`config.mk`:
```
export PLATFORM = sky130hd
export DESIGN_NAME = hvgs_cell
export DESIGN_NICKNAME = d
export VERILOG_FILES = /design/src/design/hvgs_pkg.sv /design/src/design/hvgs_cell.sv
export SDC_FILE = /design/constraint.sdc
export NUM_CORES = 2
export LEC_CHECK = 0
export BUFFER_PORTS_ARGS = -buffer_cell sky130_fd_sc_hd__buf_2
export CAP_MARGIN = 10
export CORE_UTILIZATION = 60
export DETAILED_ROUTE_END_ITERATION = 10
export GPL_TIMING_DRIVEN = 1
export PLACE_DENSITY_LB_ADDON = 0.05
export SLEW_MARGIN = 25
export SYNTH_ARGS = -nofsm -noshare
export SYNTH_HDL_FRONTEND = slang
export SYNTH_SLANG_ARGS = --single-unit
```
`constraint.sdc`:
```
create_clock -name clk -period 11.7 [get_ports clk]
set_input_delay 0.585 -clock clk [delete_from_list [all_inputs] [get_ports clk]]
set_output_delay 0.585 -clock clk [all_outputs]
set_load 0.03 [all_outputs]
```
`src/design/hvgs_pkg.sv`:
```
`timescale 1ns / 1ps
// Shared types, codes and the saturating adder of the HMM Viterbi Gaussian scorer.
// No dependencies; every module of the scorer imports it.
package hvgs_pkg;

  // Field widths of the cell bus; wide enough for every supported model size.
  localparam int unsigned IDX_W = 7;
  localparam int unsigned DIM_FW = 6;

  localparam logic signed [31:0] SCORE_MIN = 32'sh8000_0000;
  localparam logic signed [31:0] SCORE_MAX = 32'sh7FFF_FFFF;

  typedef enum logic [2:0] {
    OP_MEAN   = 3'd0,
    OP_HPREC  = 3'd1,
    OP_CONST  = 3'd2,
    OP_TRANS  = 3'd3,
    OP_START  = 3'd4,
    OP_FEAT   = 3'd5,
    OP_FINISH = 3'd6
  } op_t;

  typedef enum logic [0:0] {
    CFG_STATES = 1'b0,
    CFG_DIMS   = 1'b1
  } cfg_reg_t;

  typedef enum logic [2:0] {
    ST_CLEAR,
    ST_IDLE,
    ST_FEAT,
    ST_EMIT,
    ST_PASS,
    ST_COMMIT,
    ST_FIN
  } ctl_state_t;

  // Word travelling down the cell chain: a feature element or a source token.
  typedef struct packed {
    logic                valid;
    logic                feat;
    logic [IDX_W-1:0]    idx;
    logic [DIM_FW-1:0]   dim;
    logic signed [15:0]  x;
    logic                tok_ok;
    logic signed [31:0]  tok;
  } stream_t;

  typedef struct packed {
    logic start;
    logic emit;
    logic commit;
    logic clr_best;
    logic fin_mode;
  } cell_cmd_t;

  typedef struct packed {
    logic              mean_we;
    logic              hp_we;
    logic              const_we;
    logic              lt_we;
    logic              lt_all;
    logic [IDX_W-1:0]  slot;
    logic [IDX_W-1:0]  row;
    logic [DIM_FW-1:0] dim;
    logic [31:0]       data;
    logic              present;
  } load_t;

  typedef struct packed {
    logic signed [31:0] tok;
    logic               tok_ok;
    logic signed [31:0] best;
    logic               best_ok;
    logic               clip;
  } cell_stat_t;

  typedef struct packed {
    logic signed [31:0] val;
    logic               clip;
  } sat_t;

  function automatic sat_t sat_add(input logic signed [31:0] a, input logic signed [31:0] b);
    logic signed [32:0] s;
    sat_t r;
    s = {a[31], a} + {b[31], b};
    r.clip = (s[32] != s[31]);
    if (r.clip) begin
      r.val = s[32] ? SCORE_MIN : SCORE_MAX;
    end else begin
      r.val = s[31:0];
    end
    return r;
  endfunction

endpackage

```
`src/design/hvgs_cell.sv`:
```
`timescale 1ns / 1ps
// One emitting-state cell: Gaussian tables, one transition column, accumulator and token.
// Depends on hvgs_pkg.
module hvgs_cell #(
  parameter int unsigned K        = 0,
  parameter int unsigned MAX_DIMS = 32,
  parameter int unsigned ROWS     = 18
) (
  input  logic                   clk,
  input  logic                   rst_n,
  input  hvgs_pkg::cell_cmd_t    cmd,
  input  hvgs_pkg::load_t        load,
  input  logic                   active,
  input  hvgs_pkg::stream_t      s_in,
  output hvgs_pkg::stream_t      s_out,
  output hvgs_pkg::cell_stat_t   stat
);
  import hvgs_pkg::*;

  localparam int unsigned DIM_W = (MAX_DIMS > 1) ? $clog2(MAX_DIMS) : 1;
  localparam int unsigned ROW_W = $clog2(ROWS);
  localparam logic [IDX_W-1:0] MY_IDX = IDX_W'(K);

  logic signed [15:0] mean_mem [MAX_DIMS];
  logic [15:0]        hp_mem   [MAX_DIMS];
  logic [32:0]        lt_mem   [ROWS];

  logic signed [15:0] mean_rd_r;
  logic [15:0]        hp_rd_r;
  logic [32:0]        lt_rd_r;
  logic signed [31:0] const_r;

  stream_t            a_r, b_r;
  logic signed [31:0] inner_r;
  logic               pres_b_r;
  logic [32:0]        sq_r;
  logic [15:0]        hp_b_r;
  logic [40:0]        term_r;
  logic               c_vld_r;
  logic signed [31:0] acc_r;
  logic signed [31:0] emit_r;
  logic signed [31:0] best_r;
  logic               best_ok_r;
  logic signed [31:0] tok_r;
  logic               tok_ok_r;

  logic signed [16:0] diff;
  logic signed [33:0] sq_full;
  logic signed [31:0] emit_op;
  sat_t               ia, ib, ie;
  logic               use_a, use_b, use_c, take_b;
  logic [48:0]        prod;
  logic signed [42:0] acc_diff;
  logic               acc_lo;
  logic signed [31:0] acc_new;

  // table writes and registered reads
  always_ff @(posedge clk) begin
    if (load.mean_we && load.slot == MY_IDX) begin
      mean_mem[load.dim[DIM_W-1:0]] <= load.data[15:0];
    end
    if (load.hp_we && load.slot == MY_IDX) begin
      hp_mem[load.dim[DIM_W-1:0]] <= load.data[15:0];
    end
    if (load.lt_we && (load.lt_all || load.slot == MY_IDX)) begin
      lt_mem[load.row[ROW_W-1:0]] <= {load.present, load.data};
    end
    if (load.const_we && load.slot == MY_IDX) begin
      const_r <= load.data;
    end
    mean_rd_r <= mean_mem[s_in.dim[DIM_W-1:0]];
    hp_rd_r   <= hp_mem[s_in.dim[DIM_W-1:0]];
    lt_rd_r   <= lt_mem[s_in.idx[ROW_W-1:0]];
  end

  always_comb begin
    diff     = {a_r.x[15], a_r.x} - {mean_rd_r[15], mean_rd_r};
    sq_full  = diff * diff;
    emit_op  = cmd.fin_mode ? '0 : emit_r;
    ia       = sat_add(emit_op, lt_rd_r[31:0]);
    use_a    = a_r.valid & ~a_r.feat & a_r.tok_ok & lt_rd_r[32] & active;
    ib       = sat_add(b_r.tok, inner_r);
    use_b    = b_r.valid & ~b_r.feat & b_r.tok_ok & pres_b_r & active;
    take_b   = use_b & (~best_ok_r | (ib.val > best_r));
    prod     = sq_r * hp_b_r;
    acc_diff = {{11{acc_r[31]}}, acc_r} - $signed({2'b00, term_r});
    acc_lo   = acc_diff < -43'sd2147483648;
    acc_new  = acc_lo ? SCORE_MIN : acc_diff[31:0];
    use_c    = c_vld_r & active;
    ie       = sat_add(acc_r, const_r);
  end

  always_ff @(posedge clk) begin
    if (!rst_n) begin
      a_r       <= '0;
      b_r       <= '0;
      c_vld_r   <= 1'b0;
      acc_r     <= '0;
      tok_ok_r  <= 1'b0;
      best_ok_r <= 1'b0;
    end else begin
      a_r     <= s_in;
      b_r     <= a_r;
      c_vld_r <= b_r.valid & b_r.feat;
      if (cmd.start || cmd.emit) begin
        acc_r <= '0;
      end else if (use_c) begin
        acc_r <= acc_new;
      end
      if (cmd.start) begin
        tok_ok_r <= 1'b0;
      end else if (cmd.commit) begin
        tok_ok_r <= best_ok_r;
      end
      if (cmd.emit || cmd.clr_best) begin
        best_ok_r <= 1'b0;
      end else if (take_b) begin
        best_ok_r <= 1'b1;
      end
    end
  end

  always_ff @(posedge clk) begin
    inner_r  <= ia.val;
    pres_b_r <= lt_rd_r[32];
    sq_r     <= sq_full[32:0];
    hp_b_r   <= hp_rd_r;
    term_r   <= prod[48:8];
    if (cmd.emit) begin
      emit_r <= ie.val;
    end
    if (take_b) begin
      best_r <= ib.val;
    end
    if (cmd.commit) begin
      tok_r <= best_r;
    end
  end

  assign s_out        = b_r;
  assign stat.tok     = tok_r;
  assign stat.tok_ok  = tok_ok_r;
  assign stat.best    = best_r;
  assign stat.best_ok = best_ok_r;
  assign stat.clip    = (use_a & ia.clip) | (use_b & ib.clip) | (use_c & acc_lo)
                      | (cmd.emit & active & ie.clip);

endmodule

```
Word level (Yosys, flattened, before mapping)
Memory sizes are Yosys's and may differ from the RTL's. A register that Yosys moved wholly into a read port is not among the register bits.
Index checks and enable logic that the tools add are counted.
{"block": "totals", "n_memories": 3, "wordCells": 91, "input_bits": 130, "mem_bits_rw": 1618, "register_bits": 414}
{"memory": "lt_mem", "words": 18, "word_bits": 33, "read_ports": 1, "rd_ports_with_merged_regs": 1, "wr": 1, "line": "hvgs_cell.sv:26", "source": "logic [32:0] lt_mem [ROWS];"}
{"memory": "hp_mem", "words": 32, "word_bits": 16, "read_ports": 1, "rd_ports_with_merged_regs": 1, "wr": 1, "line": "hvgs_cell.sv:25", "source": "logic [15:0] hp_mem [MAX_DIMS];"}
{"memory": "mean_mem", "words": 32, "word_bits": 16, "read_ports": 1, "rd_ports_with_merged_regs": 1, "wr": 1, "line": "hvgs_cell.sv:24", "source": "logic signed [15:0] mean_mem [MAX_DIMS];"}
{"block": "op_classes", "add_sub_neg": 5, "mul": 2, "magnitude_cmp": 2, "mux": 14, "bitwise_logic": 24, "n_eq_ne": 3, "n_reduce_logical": 11}
{"op": "2-to-1 mux 32 bit", "n": 8}
{"op": "adder 32 x 32 -> 33 bit", "n": 3}
{"op": "multiplier 33 x 16 -> 49 bit", "n": 1}
{"op": "< comparator 43 x 32 -> 1 bit (second input constant)", "n": 1}
{"op": "subtractor 32 x 42 -> 43 bit", "n": 1}
{"op": "multiplier 17 x 17 -> 33 bit", "n": 1}
{"op": "greater-than comparator 32 bit", "n": 1}
{"op": "subtractor 16 x 16 -> 17 bit", "n": 1}
{"op": "AND 1 bit", "n": 16}
{"op": "logical NOT 7 bit", "n": 1}
{"op": "2-to-1 mux 1 bit", "n": 6}
{"op": "OR reduction 2 bit", "n": 3}
{"op": "logical AND 1 bit", "n": 4}
{"op": "inverter 1 bit", "n": 4}
{"op": "OR 1 bit", "n": 4}
{"op": "logical OR 1 bit", "n": 3}
{"op": "!= test 1 bit", "n": 3}

Logic depth before layout (Yosys ltp)
{"block": "logic_depth", "depth_word": 9, "mapped_depth": 40, "mapped_depth_nobuf": 39}

Worst setup path before layout
No wires, ideal clock.
{"block": "synth_timing", "path_type": "register to register", "startpoint": "register a_r[33] (netlist name)", "endpoint": "register sq_r[32]", "period_less_slack_ps": 8666, "setup_ps": 72, "t_arrival_ps": 8594, "slack_ps": 3034, "stages_incl_launch_ff": 38, "path_buffers": 1, "path_cell_list": "dfxtp_1 -> inv_1 -> ha_1 -> fa_1 -> nor2b_1 -> o21ai_0 -> a21boi_1 -> o21ai_0 -> a21boi_1 -> o2111ai_1 -> a311oi_1 -> o21ai_0 -> a21oi_1 -> o2bb2ai_1 -> clkinv_1 -> clkbuf_1 -> nor2_1 -> fa_1 -> (+2 left out) -> inv_1 -> fa_1 -> fa_1 -> fa_1 -> inv_1 -> fa_1 -> inv_1 -> ha_1 -> a21o_1 -> a21o_1 -> a21o_1 -> a21o_1 -> a21oi_1 -> a31oi_1 -> or4_1 -> a31o_2 -> a21oi_1 -> xnor2_1"}
{"block": "synth_via", "elab_chain_cells": 2}
{"item": "start, declared", "line": "hvgs_cell.sv:33", "source": "stream_t a_r, b_r;"}
{"item": "start signal, assigned", "line": "hvgs_cell.sv:102", "source": "a_r <= s_in;"}
{"item": "subtractor 16 x 16 -> 17 bit", "line": "hvgs_cell.sv:77", "source": "diff = {a_r.x[15], a_r.x} - {mean_rd_r[15], mean_rd_r};"}
{"item": "multiplier 17 x 17 -> 33 bit", "line": "hvgs_cell.sv:78", "source": "sq_full = diff * diff;"}
{"item": "via sq_full[32]", "line": "hvgs_cell.sv:48", "source": "logic signed [33:0] sq_full;"}
{"item": "end signal, assigned", "line": "hvgs_cell.sv:126", "source": "sq_r <= sq_full[32:0];"}
{"item": "end, declared", "line": "hvgs_cell.sv:36", "source": "logic [32:0] sq_r;"}
The timed path passes the listed nets, and every way through them passes these cells.
A chain may end at the register's enable or synchronous reset.

Worst setup path after layout
Same ends and word-level chain as after synthesis.

==> results.yml <==
cells_and_area:
  nets: 8994
  drive_above_1_share_pct: 16.5
  finalNonFillerCells: 10300
  areaGrowthSynthToFinish_pct: 11.0
floorplan:
  die_w_microns: 427
  io_pins: 261
  core_region_area_sq_um: 179000
  die_h_microns: 427
  rows: 155
  start_util_pct: 60.5
  die_area_sq_um: 182000
global_routing:
  grt_pass1_vias: 62600
  grt_pass1_wl_microns: 381000
  antenna_found_initial: 9
  track_usage_pct: 28.3
  overflow: 0
  grt_start_max_net_pins: 106
clocking:
  clock_path_buffers: 3
  path_clk_slew_ns: 0.06
  numCtsBuffers: 203
  root_buffer: "clkbuf_16"
  cts_tree: "done"
  h-tree-depth: 4
  cts_sinks: 2096
  clk_latency_ns: 0.87
drt:
  dr.pass1.iters: 6
  avgViaCountPerCell: 5.97
  antenna_left: 0
  vias: 61700
  routed_wirelength_microns: 253000
  drt_iter0_markers: 5732
  drc_errors: 0
  routedWlPerCell_microns: 24.5
sta:
  fin_crit_sh_pct: 82.6
  maxSlewHeadroom_pct: 28.2
  worst_pin_slew_ns: 1.08
  finalHoldViolCount: 0
  setup_tns_ns: 0
  fin_crit_ns: 9.67
  skew_ns: 0.116
  finalMaxSlewViolations: 0
  whs_ns: 0.104
  fmax_mhz: 103
  fin_ws_ns: 2.03
  rsz0062_at_grt: "false"
  finalSetupViolations: 0
synthesis:
  syn_area_sq_um: 108000
  ys_ff_latch: 2096
  yosysMostFrequentCell: "edfxtp_1"
  yosysTopAreaCell: "edfxtp_1"
  ys_warn_count: 0
  synthCells: 7420
  synth_edf_count: 1746
  ys_async_sr_fraction_pct: 0
  synth_top_cell_area_share_pct: 48.5
  synth-main-ff-cell: "edfxtp_1"
  synth_commonest_cells: "1746 x edfxtp_1, 877 x inv_1, 690 x fa_1"
  avgSynthCellArea_sq_um: 14.6
  yosysUniqueCellTypes: 87
  synthTopCellsByArea: "edfxtp_1 48%, fa_1 13%, mux4_2 10%"
  seq_area_frac_synth_pct: 54.9
setup_path:
  cp_data_arrival_time_ns: 10.40
  cp_common_cell: "fa_1"
  startpoint_type: "flip-flop"
  crit_path_end_kind: "flip-flop"
  crit_path_max_incr_delay_ns: 0.58
  cpMaxStageDelayCell: "clkinv_1"
  crit_required_ns: 12.43
  reg2regPathDepth: 37
  path_max_fanout: 19
  critPathKind: "reg -> reg"
placed_design:
  place_congestion: 0.924
  hpwlAfterDp_microns: 163000
  place_ws_ns: 2.09
  port-buffer-count: 257
  placed_cells: 9879
worst_hold_path:
  whs_path_depth: 1
  worstHoldPathType: "in -> reg"
status:
  outcome: "finished, final reports clean"
job:
  max_cap_viol_count: 0
==> registers in the layout, indices dropped and copies added, names as in the netlist <==
signal,flops
hp_rd_r,16
emit_r,32
pres_b_r,1
best_r,32
a_r,64
term_r,41
sq_r,32
hp_b_r,16
const_r,32
tok_r,32
lt_mem,594
lt_rd_r,33
hp_mem,512
c_vld_r,1
tok_ok_r,1
mean_mem,512
inner_r,32
s_out,64
acc_r,32
mean_rd_r,16
best_ok_r,1
==> cell usage in the layout, fill, tap and decap left out, drive strengths merged, types with 32 or more instances in the layout <==
cell type	netlist	layout
inv	879	883
o21ai	146	146
nor2b	57	57
clkbuf	246	282
clkinv	5	84
and2	321	321
mux4	485	485
a21oi	245	245
o21a	34	34
a21o	86	86
nand2	542	542
dfxtp	350	350
xor2	70	70
xnor2	120	120
buf	64	413
mux2	32	32
dlygate4sd3	0	54
nand3	45	45
nand4	40	40
edfxtp	1746	1746
nor3	81	81
nor2	372	372
fa	690	690
mux2i	40	40
ha	389	389
==> area by class of cell <==
cell class,instances,area (sq um)
Timing Repair Buffer,467,3080
Fill cell,12700,58700
Antenna cell,12,30.0
Clock buffer,282,5610
Sequential cell,2096,59400
Clock inverter,102,1280
Inverter,884,3320
Multi-Input combinational cell,4133,44400
Tap cell,2355,2950
==> through the flow <==
stage               utilization, %  cell area (sq um)
floorplan                        -             108000
global placement              63.0             113000
detailed placement            63.0             113000
CTS                           67.1             120000
global route                  67.2             120000
finish                        67.2             120000
==> worst paths after layout <==
check | startpoint | end | slack (ns)
setup reg to reg | a_r[33] | sq_r[32] | 2.03
hold reg to reg | hp_rd_r[2] | hp_b_r[2] | 0.31
setup / recovery | a_r[33] | sq_r[32] | 2.03
hold / removal | load[30] | lt_mem[10][29] | 0.10
==> cell families (layout without fill, tap and decap cells) <==
kind of cell	Yosys count	after routing	synth area share, %
buffers and inverters	1194	1735	4.17
flip-flops	2096	2096	54.9
AND/OR/NAND/NOR	1576	1576	6.96
AO/OA/AOI/OAI	703	703	4.12
XOR/XNOR	190	190	1.54
other	2	17	0.00694
multiplexers	557	557	10.8
adder cells (fa/ha/maj)	1102	1102	17.5
==> what timing repair did <==
item	4_1_cts	5_1_grt
resized for setup	0	0
buffers inserted	0	0
setup endpoints to repair	0	0
hold buffers	54	0
endpoints found under the hold margin	54	0
==> worst max-delay path, delay by kind of cell (launching register included) <==
kind                       cells  cell delay, ns
adders and majority gates      9            3.66
AOI/OAI and AO/OA             17            3.21
buffers and inverters          7            1.29
and+or+nand+nor                3            0.99
DFF                            1            0.29
xor gates and xnor gates       1            0.13
==> layer usage <==
metal / vias up / global-route usage [%] / wire, microns
li1: 27100 / - / -
met1: 32000 / 41.8 / 108000
met2: 2212 / 44.7 / 120000
met3: 355 / 4.52 / 19100
met4: 2 / 6.58 / 5110
met5: - / 0 / 13
Power is left out: the tool's default activity adds up to more than one toggle a clock period on the data nets, which glitch-free logic cannot reach.
